===== src/rtl/hpcs_pkg.sv =====
// Shared types, codes and the gamma table generator of the contrast stretch block.
package hpcs_pkg;

	// Pass selector codes on the func input.
	localparam logic [1:0] FUNC_SCAN = 2'd0;
	localparam logic [1:0] FUNC_FILL = 2'd1;
	localparam logic [1:0] FUNC_MAP  = 2'd2;

	// Configuration register indexes.
	localparam logic REG_CLIP_BRIGHT = 1'b0;
	localparam logic REG_BIN_COUNT   = 1'b1;

	localparam int CFG_W          = 11;
	localparam logic [CFG_W-1:0] BIN_COUNT_RESET = 11'd1024;
	localparam int QDEPTH         = 4;
	localparam int QPTR_W         = 2;
	localparam int OUT_W          = 16;

	typedef enum logic [1:0] {
		K_SCAN,
		K_FILL,
		K_MAP,
		K_NONE
	} hpcs_kind_t;

	typedef struct packed {
		hpcs_kind_t kind;
		logic       last;
	} hpcs_item_t;

	typedef enum logic [3:0] {
		S_IDLE,
		S_BDIV,
		S_BRD,
		S_BINC,
		S_PEAK,
		S_LDIV,
		S_LSET,
		S_RDIV,
		S_MMUL,
		S_MTAB,
		S_MOUT
	} hpcs_state_t;

	// Pseudo float with a 32-bit mantissa, truncating after each multiply.
	typedef struct packed {
		logic [63:0]        m;
		logic signed [31:0] e;
	} hpcs_pf_t;

	function automatic hpcs_pf_t pf_from(logic [63:0] v);
		hpcs_pf_t r;
		r.m = v;
		r.e = 0;
		while (r.m >= 64'h1_0000_0000) begin
			r.m = r.m >> 1;
			r.e = r.e + 1;
		end
		while (r.m < 64'h8000_0000) begin
			r.m = r.m << 1;
			r.e = r.e - 1;
		end
		return r;
	endfunction

	function automatic hpcs_pf_t pf_mul(hpcs_pf_t a, hpcs_pf_t b);
		hpcs_pf_t    r;
		logic [63:0] p;
		p = a.m * b.m;
		r.e = a.e + b.e;
		if (p[63]) begin
			r.m = p >> 32;
			r.e = r.e + 32;
		end else begin
			r.m = p >> 31;
			r.e = r.e + 31;
		end
		return r;
	endfunction

	function automatic hpcs_pf_t pf_pow(hpcs_pf_t a, int n);
		hpcs_pf_t r;
		r = a;
		for (int i = 1; i < n; i++) begin
			r = pf_mul(r, a);
		end
		return r;
	endfunction

	function automatic logic pf_le(hpcs_pf_t a, hpcs_pf_t b);
		return (a.e < b.e) || ((a.e == b.e) && (a.m <= b.m));
	endfunction

	// Entry k of the x^0.3 table: largest y with y^10 * N^3 <= k^3 * 65535^10.
	function automatic logic [15:0] hpcs_gamma(int k, int gbits);
		hpcs_pf_t    full10;
		hpcs_pf_t    n3;
		hpcs_pf_t    rhs;
		logic [31:0] lo;
		logic [31:0] hi;
		logic [31:0] mid;
		if (k == 0) begin
			return 16'd0;
		end
		full10 = pf_pow(pf_from(64'd65535), 10);
		n3     = pf_pow(pf_from(64'd1 << gbits), 3);
		rhs    = pf_mul(pf_pow(pf_from(64'(k)), 3), full10);
		lo = 32'd1;
		hi = 32'd65535;
		while (lo < hi) begin
			mid = lo + ((hi - lo + 32'd1) >> 1);
			if (pf_le(pf_mul(pf_pow(pf_from(64'(mid)), 10), n3), rhs)) begin
				lo = mid;
			end else begin
				hi = mid - 32'd1;
			end
		end
		return lo[15:0];
	endfunction

endpackage


===== src/rtl/hpcs_front.sv =====
// Input queue that accepts pixels, classifies them by pass and holds them for the back end.
module hpcs_front #(
	parameter int PIXEL_BITS = 16
) (
	input  logic                  clk,
	input  logic                  arst_n,
	input  logic                  push,
	output logic                  full,
	input  logic [1:0]            func,
	input  logic [PIXEL_BITS-1:0] pixel,
	input  logic                  last,
	input  logic                  hold,
	output logic                  item_valid,
	output hpcs_pkg::hpcs_item_t  item,
	output logic [PIXEL_BITS-1:0] item_pixel,
	input  logic                  item_take
);
	import hpcs_pkg::*;

	hpcs_item_t            ent_q [QDEPTH];
	logic [PIXEL_BITS-1:0] pix_q [QDEPTH];
	logic [QPTR_W-1:0]     wr_ptr_q;
	logic [QPTR_W-1:0]     rd_ptr_q;
	logic [QPTR_W:0]       cnt_q;
	logic                  accept;
	logic                  pop_q;
	hpcs_item_t            cls;

	always_comb begin
		cls.last = last;
		case (func)
			FUNC_SCAN: cls.kind = K_SCAN;
			FUNC_FILL: cls.kind = K_FILL;
			FUNC_MAP:  cls.kind = K_MAP;
			default:   cls.kind = K_NONE;
		endcase
	end

	assign full       = (cnt_q == (QPTR_W+1)'(QDEPTH)) || hold;
	assign accept     = push && !full;
	assign item_valid = (cnt_q != '0);
	assign pop_q      = item_take && item_valid;
	assign item       = ent_q[rd_ptr_q];
	assign item_pixel = pix_q[rd_ptr_q];

	always_ff @(posedge clk or negedge arst_n) begin
		if (!arst_n) begin
			wr_ptr_q <= '0;
			rd_ptr_q <= '0;
			cnt_q    <= '0;
		end else begin
			if (accept) begin
				wr_ptr_q <= wr_ptr_q + 1'b1;
			end
			if (pop_q) begin
				rd_ptr_q <= rd_ptr_q + 1'b1;
			end
			if (accept && !pop_q) begin
				cnt_q <= cnt_q + 1'b1;
			end else if (!accept && pop_q) begin
				cnt_q <= cnt_q - 1'b1;
			end
		end
	end

	always_ff @(posedge clk) begin
		if (accept) begin
			ent_q[wr_ptr_q] <= cls;
			pix_q[wr_ptr_q] <= pixel;
		end
	end

	assert property (@(posedge clk) disable iff (!arst_n)
		cnt_q <= (QPTR_W+1)'(QDEPTH))
		else $error("input queue count beyond depth");
	assert property (@(posedge clk) disable iff (!arst_n)
		(accept && !pop_q) |=> (cnt_q == $past(cnt_q) + 1'b1))
		else $error("input queue lost a transfer");
	assert property (@(posedge clk) disable iff (!arst_n)
		hold |-> !accept)
		else $error("transfer taken while input is held");

endmodule


===== config.mk =====
export PLATFORM = sky130hd
export DESIGN_NAME = hpcs_front
export DESIGN_NICKNAME = d
export VERILOG_FILES = /design/src/rtl/hpcs_pkg.sv /design/src/rtl/hpcs_front.sv
export SDC_FILE = /design/constraint.sdc
export NUM_CORES = 1
export LEC_CHECK = 0
export BUFFER_PORTS_ARGS = -buffer_cell sky130_fd_sc_hd__buf_2
export CORE_UTILIZATION = 50
export DETAILED_ROUTE_END_ITERATION = 16
export GPL_ROUTABILITY_DRIVEN = 0
export GPL_TIMING_DRIVEN = 0
export PLACE_DENSITY = 0.71
export SLEW_MARGIN = 15
export SYNTH_ARGS = -nofsm -noshare
export SYNTH_HDL_FRONTEND = slang
export SYNTH_SLANG_ARGS = --single-unit

===== constraint.sdc =====
create_clock -name clk -period 2.9 [get_ports clk]
set_clock_uncertainty 0.1 [all_clocks]
set_input_delay 0.145 -clock clk [delete_from_list [all_inputs] [get_ports clk]]
set_output_delay 0.145 -clock clk [all_outputs]
set_load 0.03 [all_outputs]

==> summary.md <==
| Metric | Value |
|---|---|
| Worst Path Max Fanout | `4` |
| Initial antenna violation count | `0` |
| Clock transition at path regs | `approximately 80 ps` |
| Net Sw Power | `~1.2 mW` |
| Final hold vios | `0` |
| Routed vias | `1495` |
| R2R setup slack | `about 720 ps` |
| Die Y | `just over 80 um` |
| Hold WC Path Type | `primary input to async pin` |
| Cell Rows | `28` |
| Worst EP required | `between 3000 and 4000 ps` |
| First-pass GRT wire length | `approximately 7700 um` |
| Drt wl/cell | `between 15 and 20 um` |
| Fmax | `about 460 MHz` |
| Share of cells above drive strength 1 | `between 30 and 40%` |
| CTS tree | `yes` |
| Die Width | `slightly above 80 um` |
| Avg Vias per Cell | `around 5.1` |
| Area Growth Syn to Fin | `21.15%` |
| Setup TNS | `0 ps` |
| Congestion Overflow GR | `0` |
| DIE AREA | `between 6000 and 7000 um^2` |
| First-pass DRT Iterations | `4` |
| Design Power | `between 3 and 4 mW` |
| Count of state elements after synthesis | `between 80 and 90` |
| Dpl ws | `716.9 ps` |
| # DRC | `0` |
| Antenna Violating Nets Remaining | `0` |
| Dominant cells by area after synthesis | `edfxtp_1 (72%), mux4_2 (13%), dfrtp_1 (5.5%)` |
| Hpwl dp | `about 3200 um` |
| RSZ-0062 raised after global routing | `no` |
| Final Net Count | `roughly 240` |
| VDD IR max | `about 0.52 mV` |
| Synth Instances | `around 140` |
| Internal Pwr Total | `~2.4 mW` |
| PnR worst setup slack | `roughly 720 ps` |
| Final Max Slew Viols | `0` |
| Mapped Area | `3188 um^2` |
| Area leader, netlist | `edfxtp_1` |
| Final WL | `slightly above 5000 um` |
| H-tree Lvls | `3` |
| Leakage | `~1.4 nW` |
| Hold WS | `67.95 ps` |
| Core box area | `6026 um^2` |
| Clk_lat worst skew | `340 ps` |
| MaxCap Viol Count | `0` |
| Clock sink count | `a little over 80` |
| Combinational Power Share | `about 36%` |
| GRT Total Usage | `between 10% and 20%` |
| Fin area | `around 3900 um^2` |
| Seq/Total Area, Yosys | `between 70 and 80%` |
| Vias in the first global route | `~1.6k` |
| Clock tree buffer depth | `2` |
| Startpoint Class | `register` |
| Filler cells | `450` |
| CTS Buf Count | `9` |
| Switching Fraction | `33.57%` |
| Post-synth top area share | `between 70% and 80%` |
| Port buffer count | `between 40 and 50` |
| Critical path arrival | `about 2400 ps` |
| Post-CTS setup buffer count | `0` |
| Syn avg cell area | `around 23 um^2` |
| Cell Area, Placed | `approximately 3500 um^2` |
| Post-Syn Nets | `between 150 and 200` |
| Worst-margin pin slew | `around 990 ps` |
| Antenna cells | `0` |
| Top-level port count | `between 40 and 50` |
| Netlist cell types | `22` |
| Fin crit period | `2185 ps` |
| CP Capture Type | `register` |
| DRC violation total after the first TritonRoute iteration | `57` |
| Clock Power Share | `between 10% and 20%` |
| Setup Viol. Count Final | `0` |
| Yosys warnings | `0` |
| PD cells | `917.0 nW/um^2` |
| Cts hold-fix bufs | `21` |
| Sequential share of power | `around 44%` |
| Outcome | `completed` |
| Worst Setup Path Type | `register to register` |
| Final Cycle Share | `about three quarters` |
| Largest net degree at the start of global routing | `20` |
| Max_slew headroom | `33.87%` |
| Starting Density | `52.91%` |
| Root Buffer | `clkbuf_8` |
| Post_cts resized | `0` |
[worst paths after layout]
check / startpoint / endpoint / cells after the start
hold / removal: arst_n / wr_ptr_q[0] / 2
hold reg to reg: cnt_q[0] / cnt_q[0] / 1
setup / recovery: cnt_q[0] / cnt_q[2] / 8
max in group asynchronous: arst_n / rd_ptr_q[1] / 2
min in group clk: push / wr_ptr_q[0] / 4
setup reg to reg: cnt_q[0] / cnt_q[2] / 8
[routing by layer]
metal | vias to the layer above | wire length, um | global-route usage [%]
met5 | - | 0 | 0
met2 | 36 | 2720 | 28.26
li1 | 699 | - | -
met1 | 754 | 2145 | 20.12
met3 | 6 | 207 | 5.000
met4 | 0 | 63 | 7.895
[metrics by stage]
stage | cells | util, %
after floorplan | 138 | -
after global placement | 255 | 57.95
after detailed placement | 255 | 57.95
after CTS | 292 | 64.10
after global routing | 292 | 64.10
final | 292 | 64.10
[final cells by class]
cell class                 instances  area [um^2]  area share [%]
sequential                        83         2457           63.62
multi-input combinational         45        675.6           17.49
timing repair buffer              63        420.4           10.88
clock buffer                      16        160.2           4.146
tap                               75        93.84           2.430
buffer                             6        40.04           1.037
inverter                           4        15.01          0.3887
[synth_stat cells, drive strengths merged]
cell type,instances
edfxtp,76
mux4,19
dfrtp,7
ha,5
and2,4
buf,4
inv,4
xnor2,4
a21oi,2
clkbuf,2
mux2,2
nor2,2
xor2,2
fa,1
nand2,1
nand2b,1
nand3,1
or3,1
[logic make-up (layout without fill, tap and decap cells)]
family / Yosys count / in the layout / share of synthesized area, %
flops: 83 / 83 / 77.08
mux: 21 / 21 / 14.36
simple gates: 10 / 10 / 1.923
buf+inv: 10 / 89 / 1.727
fa+ha+maj: 6 / 6 / 2.590
xor+xnor: 6 / 6 / 1.648
compound gates: 2 / 2 / 0.6672
[sequential cells by signal, summed over array words and instances, names as in the netlist]
signal	count
pix_q	64
ent_q	12
cnt_q	3
rd_ptr_q	2
wr_ptr_q	2
[layout by cell type, fill, tap and decap left out, types with 2 or more instances in the layout]
cell / n
edfxtp_1: 76
buf_2: 44
dlygate4sd3_1: 21
mux4_2: 18
clkbuf_8: 10
clkbuf_1: 8
dfrtp_1: 7
ha_1: 5
inv_1: 4
and2_1: 4
xnor2_1: 4
buf_6: 2
nor2_1: 2
xor2_1: 2
[power by group through the flow]
| stage | clock (mW) | combinational [mW] | sequential [mW] |
|---|---|---|---|
| 2_1_floorplan | 0 | 0.988 | 1.57 |
| 3_3_place_gp | 0 | 1.25 | 1.58 |
| 3_5_place_dp | 0 | 1.29 | 1.59 |
| 4_1_cts | 0.711 | 1.31 | 1.57 |
| 5_1_grt | 0.751 | 1.38 | 1.58 |
| 6_report | 0.697 | 1.28 | 1.56 |
[worst max-delay path, cell delays in order (launching register included)]
cell and delay (ps):
dfrtp_1 440, or3_4 420, nand2_2 90, ha_1 200
inv_1 70, fa_1 380, xor2_1 150, nor2_1 120
xor2_1 150
(Power assumes the default switching activity.)
